===== src/sv/sha1md_pkg.sv =====
`timescale 1ns / 1ps
// Shared types and constants for the SHA-1 message digest block.
// No dependencies; every other file refers to it by scoped names.
package sha1md_pkg;

  localparam int unsigned BLOCK_WORDS  = 16;
  localparam int unsigned DIGEST_WORDS = 5;

  localparam logic [6:0] LAST_ROUND = 7'd79;
  localparam logic [6:0] ROUND_B0   = 7'd20;
  localparam logic [6:0] ROUND_B1   = 7'd40;
  localparam logic [6:0] ROUND_B2   = 7'd60;

  localparam logic [5:0] LAST_BYTE_POS = 6'd63;
  localparam logic [5:0] PAD_LIMIT     = 6'd56;
  localparam logic [7:0] PAD_BYTE      = 8'h80;
  localparam logic [2:0] LAST_WORD_NUM = 3'd4;

  localparam logic [31:0] K0 = 32'h5a827999;
  localparam logic [31:0] K1 = 32'h6ed9eba1;
  localparam logic [31:0] K2 = 32'h8f1bbcdc;
  localparam logic [31:0] K3 = 32'hca62c1d6;

  localparam logic [0:4][31:0] H_INIT = {
    32'h67452301, 32'hefcdab89, 32'h98badcfe, 32'h10325476, 32'hc3d2e1f0
  };

  typedef struct packed {
    logic [7:0] data_byte;
    logic       has_byte;
    logic       end_of_message;
  } in_item_t;

  typedef struct packed {
    logic [31:0] digest_word;
    logic [2:0]  word_number;
    logic        last_word;
  } out_item_t;

  // One 512-bit block; word 0 is the first in message order.
  typedef struct packed {
    logic [15:0][31:0] words;
    logic              last;
  } blk_t;

endpackage


===== src/sv/sha1md_blkq.sv =====
`timescale 1ns / 1ps
// Short block queue between the packing front end and the compression engine.
// Depends on sha1md_pkg.
module sha1md_blkq #(
  parameter int unsigned DEPTH = 2
) (
  input  logic             clk,
  input  logic             rst,
  input  logic             wr,
  input  sha1md_pkg::blk_t wr_data,
  output logic             q_full,
  input  logic             rd,
  output sha1md_pkg::blk_t head,
  output logic             q_empty
);

  localparam int unsigned PTR_W = (DEPTH > 1) ? $clog2(DEPTH) : 1;
  localparam int unsigned CNT_W = $clog2(DEPTH + 1);
  localparam logic [PTR_W-1:0] LAST_PTR = PTR_W'(DEPTH - 1);
  localparam logic [CNT_W-1:0] FULL_CNT = CNT_W'(DEPTH);

  sha1md_pkg::blk_t entries [DEPTH];
  logic [PTR_W-1:0] wr_ptr, rd_ptr;
  logic [CNT_W-1:0] count;
  logic             do_wr, do_rd;

  assign q_full  = (count == FULL_CNT);
  assign q_empty = (count == '0);
  assign head    = entries[rd_ptr];
  assign do_wr   = wr && !q_full;
  assign do_rd   = rd && !q_empty;

  always_ff @(posedge clk) begin
    if (do_wr) begin
      entries[wr_ptr] <= wr_data;
    end
  end

  always_ff @(posedge clk) begin
    if (rst) begin
      wr_ptr <= '0;
      rd_ptr <= '0;
      count  <= '0;
    end else begin
      if (do_wr) begin
        wr_ptr <= (wr_ptr == LAST_PTR) ? '0 : wr_ptr + PTR_W'(1);
      end
      if (do_rd) begin
        rd_ptr <= (rd_ptr == LAST_PTR) ? '0 : rd_ptr + PTR_W'(1);
      end
      if (do_wr && !do_rd) begin
        count <= count + CNT_W'(1);
      end else if (do_rd && !do_wr) begin
        count <= count - CNT_W'(1);
      end
    end
  end

endmodule


===== config.mk =====
export PLATFORM = sky130hd
export DESIGN_NAME = sha1md_blkq
export DESIGN_NICKNAME = d
export VERILOG_FILES = /design/src/sv/sha1md_pkg.sv /design/src/sv/sha1md_blkq.sv
export SDC_FILE = /design/constraint.sdc
export NUM_CORES = 1
export LEC_CHECK = 0
export BUFFER_PORTS_ARGS = -buffer_cell sky130_fd_sc_hd__buf_2
export CAP_MARGIN = 0
export CORE_AREA = 2 2 400 402
export DETAILED_ROUTE_END_ITERATION = 16
export DIE_AREA = 0 0 402 404
export GPL_ROUTABILITY_DRIVEN = 0
export PLACE_DENSITY = 0.44
export SLEW_MARGIN = 10
export SYNTH_ARGS = -nofsm -noshare
export SYNTH_HDL_FRONTEND = slang
export SYNTH_SLANG_ARGS = --single-unit

===== constraint.sdc =====
create_clock -name clk -period 12.5 [get_ports clk]
set_input_delay 0.625 -clock clk [delete_from_list [all_inputs] [get_ports clk]]
set_output_delay 0.625 -clock clk [all_outputs]
set_load 0.05 [all_outputs]

==> flow_metrics.py <==
metrics = {
    "cts": {
        "clock_sink_count": 1031,
        "cts.repair_timing.setup_buffer_count": 0,
        "clock_latency_ns": 0.73,
        "numCtsBuffers": 114,
        "cts_buffer_depth": 3,
        "clk_pin_slew_ns": 0.05,
        "cts_htree_levels": 3,
        "clockRootBuffer": "clkbuf_16",
        "cts_resized": 0,
        "cts.hold.buffers_added": 217,
        "cts_tree": "done",
    },
    "logic_synthesis": {
        "synth_area_leaders": "edfxtp_1, mux2_4, mux2_2, buf_6, buf_8",
        "synth_adder_area_share": 0.000319,
        "yosysTopAreaCell": "edfxtp_1",
        "synth_flop_cell": "edfxtp_1",
        "synth_edf_count": 1026,
        "async_flop_share": 0,
        "syn_nets": 2139,
        "synth_mux_area_frac": 0.192,
        "ys_seq_area_frac": 0.787,
        "synth.top_cells.by_count": "edfxtp_1, mux2_4, mux2_2, buf_6, buf_8",
        "syn_area_per_cell_um2": 24.2,
        "synthSimpleGateAreaFrac": 0.00112,
        "ys_seq_elements": 1031,
        "synth_top_area_share": 0.785,
        "synth_top_family_by_area": "multiplexers",
        "syn-cell-area_um2": 39300,
        "ys_types": 16,
        "synth_compound_area_frac": 0.000637,
        "synth_warnings": 0,
        "synth_xor_area_frac": 0.000669,
        "syn_inst": 1621,
        "yosysMostFrequentCell": "edfxtp_1",
    },
    "timing": {
        "hold_viol_final": 0,
        "setup_viol": 0,
        "finalMaxSlewViolations": 0,
        "fin_crit_ns": 4.69,
        "worst_slew_pin_slew_ns": 1.21,
        "fin_setup_tns_ns": 0,
        "max_freq_mhz": 213,
        "max_slew_margin": 0.196,
        "min_period_over_period": 0.375,
        "finClkSkew_ns": 0.0529,
        "rsz0062_at_grt": "no",
    },
    "floorplanning": {
        "placement_rows": 146,
        "start_util": 0.249,
        "die_area_um2": 162000,
        "die_y_um": 404,
        "fp.coreArea_um2": 158000,
        "io_pins": 1032,
        "die_w_um": 402,
    },
    "outcome": {
        "status": "complete, no violations",
    },
    "worst_setup_path": {
        "crit_fanout": 121,
        "worstSetupPathType": "reg2out",
        "worstPathRequired_ns": 11.88,
        "crit_path_start_kind": "flop",
        "endpoint_kind": "output pin",
        "cp.arrival_ns": 4.07,
    },
    "pwr": {
        "ir_worst_vdd_mv": 0.140,
        "power_density_nw_per_um2": 232,
        "p_leak_nw": 19.9,
    },
    "route": {
        "wl_mm": 110,
        "drt_pass1_iterations": 5,
        "drc": 0,
        "dr.first_iter.drc_count": 1121,
        "postRouteAntennaNets": 0,
        "via_count": 20500,
        "detail_route.wl_per_cell_um": 21.6,
        "viasPerCell": 4.01,
    },
    "layout": {
        "design_area_um2": 52200,
        "drive_gt1_frac": 0.562,
        "area_growth_pct": 32.9,
        "fin_nets": 3463,
    },
    "worst_hold_path": {
        "hold_path_class": "in2reg",
    },
    "placement": {
        "place_hpwl_mm": 77.9,
        "port_buffers": 1031,
        "placed_cell_area_um2": 46500,
    },
    "global_routing": {
        "gr-usage-all-layers": 0.130,
        "grt-ovfl-total": 0,
        "grt_pass1_wl_mm": 152,
        "antenna_found_initial": 59,
        "grt_max_degree": 138,
        "grt_pass1_vias": 21300,
    },
    "job": {
        "max_cap_viol_count": 0,
    },
}
area by class of cell:
type	count	area [µm²]
fill	15400	106000
sequential	1031	30900
multi-input combinational	531	7650
timing repair buffer	1265	7550
clock buffer	156	3060
tap	2072	2590
clock inverter	50	389
antenna	9	22.5
inverter	2	15.0
kinds of logic (layout without fill, tap and decap cells):
logic type	Yosys count	after routing
adders and majority gates	1	1
muxes	513	513
and+or+nand+nor	9	9
AOI/OAI and AO/OA	5	5
other	0	9
xor gates and xnor gates	3	3
buffers and inverters	59	1473
DFF	1031	1031
layout by cell type, fill, tap and decap left out:
| cell type | n |
|---|---|
| clkbuf_1 | 38 |
| and2_4 | 1 |
| bufinv_16 | 2 |
| clkbuf_16 | 115 |
| inv_8 | 1 |
| ha_1 | 1 |
| clkbuf_8 | 3 |
| dlygate4sd3_1 | 217 |
| buf_2 | 1031 |
| a21oi_1 | 2 |
| buf_12 | 7 |
| or3_1 | 2 |
| dfxtp_1 | 4 |
| xor2_1 | 3 |
| inv_1 | 1 |
| mux2_2 | 43 |
| inv_6 | 3 |
| edfxtp_1 | 1026 |
| clkinv_2 | 11 |
| o21ai_0 | 3 |
| clkinv_1 | 26 |
| buf_4 | 10 |
| mux2_4 | 470 |
| nor2_1 | 5 |
| clkinvlp_4 | 4 |
| diode_2 | 9 |
| clkinv_16 | 4 |
| dfxtp_4 | 1 |
| nor2b_1 | 1 |
power by group:
| group | internal, mW | switching (mW) | leakage [nW] |
|---|---|---|---|
| logic | 1.39 | 3.14 | 8.65 |
| registers | 4.35 | 0.131 | 9.62 |
| clock network | 1.75 | 1.35 | 1.66 |
| total | 7.49 | 4.63 | 19.9 |
worst max-delay path, cell delays in order, from the launching register on:
cell     delay (ns)
dfxtp_4        0.79
buf_4          0.88
buf_12         0.62
mux2_2         0.42
buf_2          0.21
state kept, by name, summed over array words and instances (netlist names), named ones only:
name / flops
wr_ptr: 1
entries: 1026
rd_ptr: 1
count: 2
stage by stage:
step           hold slack [ns]  setup slack (ns)  cells  power [mW]  utilization
2_1_floorplan            0.452             0.717   1621        8.32            -
3_3_place_gp             0.485              8.46   4684        9.08        0.295
3_5_place_dp             0.489              8.47   4684        9.08        0.295
4_1_cts              0.0000956              7.67   5107        12.3        0.331
5_1_grt                 0.0354              7.60   5113        12.6        0.331
6_report                0.0993              7.81   5116        12.1        0.331
layer usage:
metal  vias to the layer above  track usage  wire [µm]
li1                       9163            -          -
met1                     10300        0.151      43300
met2                       765        0.219      54500
met3                       229       0.0490       9210
met4                        54       0.0445       2850
met5                         -            0        370
final timing paths:
kind | start | end | slack [ns] | depth (start not counted)
worst max-delay path | flop | head[15] | 7.81 | 4
worst min-delay path | wr_data[266] | entries[0][266] | 0.1 | 1
worst max register to register | count[0] | entries[1][192] | 8.94 | 5
worst min register to register | wr_ptr | wr_ptr | 0.50 | 2
No activity file was read; power rests on OpenSTA's default activity.
