==> config.mk <==
export PLATFORM = sky130hd
export DESIGN_NAME = sha1md_back
export DESIGN_NICKNAME = d
export VERILOG_FILES = /design/src/sv/sha1md_pkg.sv /design/src/sv/sha1md_back.sv
export SDC_FILE = /design/constraint.sdc
export NUM_CORES = 2
export LEC_CHECK = 0
export BUFFER_PORTS_ARGS = -buffer_cell sky130_fd_sc_hd__buf_2
export CORE_ASPECT_RATIO = 1.5
export CORE_MARGIN = 2
export CORE_UTILIZATION = 54
export CTS_CLUSTER_SIZE = 12
export DETAILED_ROUTE_END_ITERATION = 8
export MAX_ROUTING_LAYER = met4
export PLACE_DENSITY = 0.86
export SLEW_MARGIN = 30
export SYNTH_ARGS = -nofsm -noshare
export SYNTH_HDL_FRONTEND = slang
export SYNTH_SLANG_ARGS = --single-unit
==> constraint.sdc <==
create_clock -name clk -period 28.4 [get_ports clk]
set_input_delay 1.42 -clock clk [delete_from_list [all_inputs] [get_ports clk]]
set_output_delay 1.42 -clock clk [all_outputs]
set_load 0.005 [all_outputs]
==> src/sv/sha1md_pkg.sv <==
`timescale 1ns / 1ps
// Shared types and constants for the SHA-1 message digest block.
// No dependencies; every other file refers to it by scoped names.
package sha1md_pkg;

  localparam int unsigned BLOCK_WORDS  = 16;
  localparam int unsigned DIGEST_WORDS = 5;

  localparam logic [6:0] LAST_ROUND = 7'd79;
  localparam logic [6:0] ROUND_B0   = 7'd20;
  localparam logic [6:0] ROUND_B1   = 7'd40;
  localparam logic [6:0] ROUND_B2   = 7'd60;

  localparam logic [5:0] LAST_BYTE_POS = 6'd63;
  localparam logic [5:0] PAD_LIMIT     = 6'd56;
  localparam logic [7:0] PAD_BYTE      = 8'h80;
  localparam logic [2:0] LAST_WORD_NUM = 3'd4;

  localparam logic [31:0] K0 = 32'h5a827999;
  localparam logic [31:0] K1 = 32'h6ed9eba1;
  localparam logic [31:0] K2 = 32'h8f1bbcdc;
  localparam logic [31:0] K3 = 32'hca62c1d6;

  localparam logic [0:4][31:0] H_INIT = {
    32'h67452301, 32'hefcdab89, 32'h98badcfe, 32'h10325476, 32'hc3d2e1f0
  };

  typedef struct packed {
    logic [7:0] data_byte;
    logic       has_byte;
    logic       end_of_message;
  } in_item_t;

  typedef struct packed {
    logic [31:0] digest_word;
    logic [2:0]  word_number;
    logic        last_word;
  } out_item_t;

  // One 512-bit block; word 0 is the first in message order.
  typedef struct packed {
    logic [15:0][31:0] words;
    logic              last;
  } blk_t;

endpackage

==> src/sv/sha1md_back.sv <==
`timescale 1ns / 1ps
// Compression engine, one round per cycle, plus the digest output register.
// Depends on sha1md_pkg.
module sha1md_back (
  input  logic                  clk,
  input  logic                  rst,
  input  logic                  q_empty,
  input  sha1md_pkg::blk_t      head,
  output logic                  q_pop,
  output logic                  empty,
  input  logic                  pop,
  output sha1md_pkg::out_item_t result
);

  typedef enum logic [2:0] {
    B_IDLE  = 3'b001,
    B_ROUND = 3'b010,
    B_FIN   = 3'b100
  } back_state_t;

  back_state_t       state;
  logic [0:4][31:0]  h;
  logic [31:0]       a, b, c, d, e;
  logic [15:0][31:0] w;
  logic [6:0]        rnd;
  logic              last_blk;
  logic [31:0]       outbuf [5];
  logic              out_valid;
  logic [2:0]        rd;
  logic [31:0]       f, k, t, w_new;
  logic [0:4][31:0]  sum;

  always_comb begin
    if (rnd < sha1md_pkg::ROUND_B0) begin
      f = (b & c) | (~b & d);
      k = sha1md_pkg::K0;
    end else if (rnd < sha1md_pkg::ROUND_B1) begin
      f = b ^ c ^ d;
      k = sha1md_pkg::K1;
    end else if (rnd < sha1md_pkg::ROUND_B2) begin
      f = (b & c) | (b & d) | (c & d);
      k = sha1md_pkg::K2;
    end else begin
      f = b ^ c ^ d;
      k = sha1md_pkg::K3;
    end
  end

  assign t     = {a[26:0], a[31:27]} + f + e + k + w[0];
  assign w_new = {w[13][30:0] ^ w[8][30:0] ^ w[2][30:0] ^ w[0][30:0],
                  w[13][31] ^ w[8][31] ^ w[2][31] ^ w[0][31]};
  assign sum   = {h[0] + a, h[1] + b, h[2] + c, h[3] + d, h[4] + e};
  assign q_pop = (state == B_IDLE) && !q_empty;

  assign empty              = !out_valid;
  assign result.digest_word = outbuf[rd];
  assign result.word_number = rd;
  assign result.last_word   = (rd == sha1md_pkg::LAST_WORD_NUM);

  always_ff @(posedge clk) begin
    if (rst) begin
      state     <= B_IDLE;
      h         <= sha1md_pkg::H_INIT;
      rnd       <= '0;
      last_blk  <= 1'b0;
      out_valid <= 1'b0;
      rd        <= '0;
    end else begin
      unique case (state)
        B_IDLE: begin
          if (!q_empty) begin
            w        <= head.words;
            last_blk <= head.last;
            {a, b, c, d, e} <= {h[0], h[1], h[2], h[3], h[4]};
            rnd      <= '0;
            state    <= B_ROUND;
          end
        end
        B_ROUND: begin
          a   <= t;
          b   <= a;
          c   <= {b[1:0], b[31:2]};
          d   <= c;
          e   <= d;
          w   <= {w_new, w[15:1]};
          rnd <= rnd + 7'd1;
          if (rnd == sha1md_pkg::LAST_ROUND) begin
            state <= B_FIN;
          end
        end
        B_FIN: begin
          if (!last_blk) begin
            h     <= sum;
            state <= B_IDLE;
          end else if (!out_valid) begin
            // hand the digest to the output register, restart the chain
            for (int i = 0; i < 5; i++) begin
              outbuf[i] <= sum[i];
            end
            out_valid <= 1'b1;
            rd        <= '0;
            h         <= sha1md_pkg::H_INIT;
            state     <= B_IDLE;
          end
        end
        default: state <= B_IDLE;
      endcase

      if (pop && out_valid) begin
        if (rd == sha1md_pkg::LAST_WORD_NUM) begin
          out_valid <= 1'b0;
          rd        <= '0;
        end else begin
          rd <= rd + 3'd1;
        end
      end
    end
  end

endmodule

==> metrics.cfg <==
[outcome]
outcome = finished, final reports clean

[critical_path]
crit_start = rnd[4]$_SDFFE_PP0P_
r2r-start = rnd[4]$_SDFFE_PP0P_
worst-setup-path-type = reg2reg
worstPathArrival_ns = 6.74
crit_top_cell = buf_4
max_stage_delay_ns = 0.58
cp-endpoint = a[27]$_DFFE_PP_
reg2reg_to = a[27]$_DFFE_PP_
crit_required_ns = 28.83
slowest_stage = a221oi_1
crit_path_start_kind = flop
r2r_slack_ns = 22.09
cp_max_fo = 21
r2r_cells = 25
worst_setup_path_end_kind = flop

[logic_synthesis]
yosysTopAreaCell = edfxtp_1
synth.top_cell.area_share = 0.4637
ys_seq_elements = 1010
syn-instance-count = 5302
synthMostInstantiatedCell = nand2_1
yosys-top-cells-count = nand2_1, edfxtp_1, nor2_1, inv_1, clkbuf_1
synth_area_per_cell_um2 = 10.16
ys_seq_area_frac = 0.5298
netlist_area_um2 = 53880
async_reset_ff_frac = 0
ys_warn_count = 0
synth_fp_nets = 6140
synth_top_cells_by_area = edfxtp_1, nand2_1, dfxtp_1
ys_types = 81
synth_flop_cell = edfxtp_1
synth_edf_count = 832

[grt]
grt_pass1_wl_mm = 261.2
grt_max_degree = 205
antenna_found_initial = 13
overflow = 0
grt_pass1_vias = 42420
gr-usage-all-layers = 0.3579

[timing]
rsz0062_at_grt = no
clock_skew_ns = 0.01862
hold_viol = 0
timing.fmax_mhz = 158.5
slew_viol_final = 0
finalSetupViolations = 0
tightestPinTransition_ns = 1.047
tns_ns = 0
timing.final.ws_setup_ns = 22.09
fin_crit_ns = 6.310
slew_headroom = 0.3021
fin_crit_sh = 0.2222

[floorplanning]
die_x_um = 261.9
fp.dieH_um = 390.9
start_util = 0.5454
die_area_um2 = 102400
top_level_ports = 555
design.core.area_um2 = 98790
core.rowCount = 141

[power]
finalPower_mw = 3.482
peakVddDrop_uv = 62.22
p_per_area_nw_per_um2 = 57.13
p_leak_nw = 25.50

[worst_hold_path]
hold_depth = 2
hold_path_class = reg2reg

[cts]
cts_sinks = 1010
numCtsBuffers = 100
root_buffer = clkbuf_16
cts_tree = yes
clk-insertion-delay-late_ns = 0.72
path_clk_slew_ns = 0.06
clk_path_buf_depth = 3
ctsHoldBuffers = 0
cts_setup_buffers = 0
htreeDepth = 3
ctsResizeCount = 0

[place]
dp_hpwl_mm = 132.4
place.gp.congestion = 1.039
place_ws_ns = 22.06
port_buffers = 554
post-place-cells = 6952

[route]
drt-vias-per-instance = 5.962
drtIter0Drc = 4874
wl_mm = 178.4
drt-pass1-iter-count = 6
wl_per_cell_um = 24.99
drcViolationCount = 0
vias = 42580
detail-route-antenna-nets = 0

[layout]
area_delta_synth_final_pct = 13.13
fin_nets = 6608
drive_gt1_frac = 0.1429
final_util = 0.6170
fillers = 7869
stdcell_count = 7141

[job]
cap_viol_max_count = 0

-- logic make-up after synthesis --
family          Yosys count  synth area share
fa+ha+maj               321           0.09196
buf+inv                 464           0.03363
xor+xnor                258           0.04194
simple gates           2348            0.1730
mux                     101           0.02722
compound gates          800            0.1024
flops                  1010            0.5298
-- final cells by class --
class	instances	area [um^2]	area share
antenna	11	27.53	0.0004516
clock buffer	155	2840	0.04660
clock inverter	20	242.7	0.003982
inverter	228	855.8	0.01404
multi-input combinational	3828	23560	0.3866
sequential	1010	28550	0.4684
tap	1287	1610	0.02642
timing repair buffer	602	3262	0.05351
-- layer usage --
layer	routed length [um]	global-route usage
met3	16450	0.05925
met4	13470	0.2337
met5	0	-
met2	88740	0.5876
met1	59760	0.4030
-- per-stage QoR --
stage,hold WS (ns),instance area (um^2)
after CTS,0.4927,60840
after global routing,0.5197,60950
after global placement,0.4786,57730
after floorplan,0.4598,53880
final,0.4975,60950
after detailed placement,0.4845,57760
-- worst max-delay path: cells and delay by family, from the launching register on --
family	cells	cell delay, ns
compound gates	10	2.29
fa+ha+maj	4	1.50
buf+inv	7	1.44
flops	1	0.37
simple gates	3	0.22
xor+xnor	1	0.16
-- cells in the final DEF, fill, tap and decap left out, types with 34 or more instances in the layout --
cell,synthesis,final
nand2_1,1892,1892
edfxtp_1,832,832
buf_2,0,554
nor2_1,232,228
inv_1,226,226
xnor2_1,206,206
ha_1,196,196
a21oi_1,191,191
dfxtp_1,178,176
fa_1,125,125
clkbuf_16,0,101
o21ai_0,100,100
a221o_1,89,89
a21o_1,76,76
xor2_1,52,52
a22oi_1,51,51
nand3_1,50,50
o21ai_1,45,45
mux2_2,44,44
clkbuf_1,218,43
buf_4,0,34
-- power by group --
part | leakage (nW) | internal [mW] | switching (mW) | total, mW
clock | 1.49 | 0.715 | 0.590 | 1.31
sequential | 8.97 | 1.67 | 0.0332 | 1.70
combinational | 15.0 | 0.182 | 0.297 | 0.478
total | 25.5 | 2.56 | 0.920 | 3.48
-- registers in the layout (all words and copies together), names as in the netlist, named ones only --
| name | cells |
|---|---|
| w | 512 |
| h | 160 |
| outbuf | 160 |
| a | 32 |
| b | 32 |
| c | 32 |
| d | 32 |
| e | 32 |
| rnd | 7 |
| rd | 3 |
| state | 3 |
| last_blk | 1 |
| out_valid | 1 |
-- worst min path at each step --
stage                     slack, ns               endpoint                  start
final                          0.50    rnd[1]$_SDFFE_PP0P_    rnd[1]$_SDFFE_PP0P_
after global placement         0.48     h[65]$_SDFFE_PP1P_     h[65]$_SDFFE_PP1P_
after detailed placement       0.48    rnd[1]$_SDFFE_PP0P_    rnd[1]$_SDFFE_PP0P_
after floorplan                0.46  state[2]$_SDFFE_PP0P_  state[0]$_SDFFE_PP1P_
after CTS                      0.49    rnd[1]$_SDFFE_PP0P_    rnd[1]$_SDFFE_PP0P_
after global routing           0.52     h[31]$_SDFFE_PP1P_     h[31]$_SDFFE_PP1P_
(Power assumes the default switching activity.)
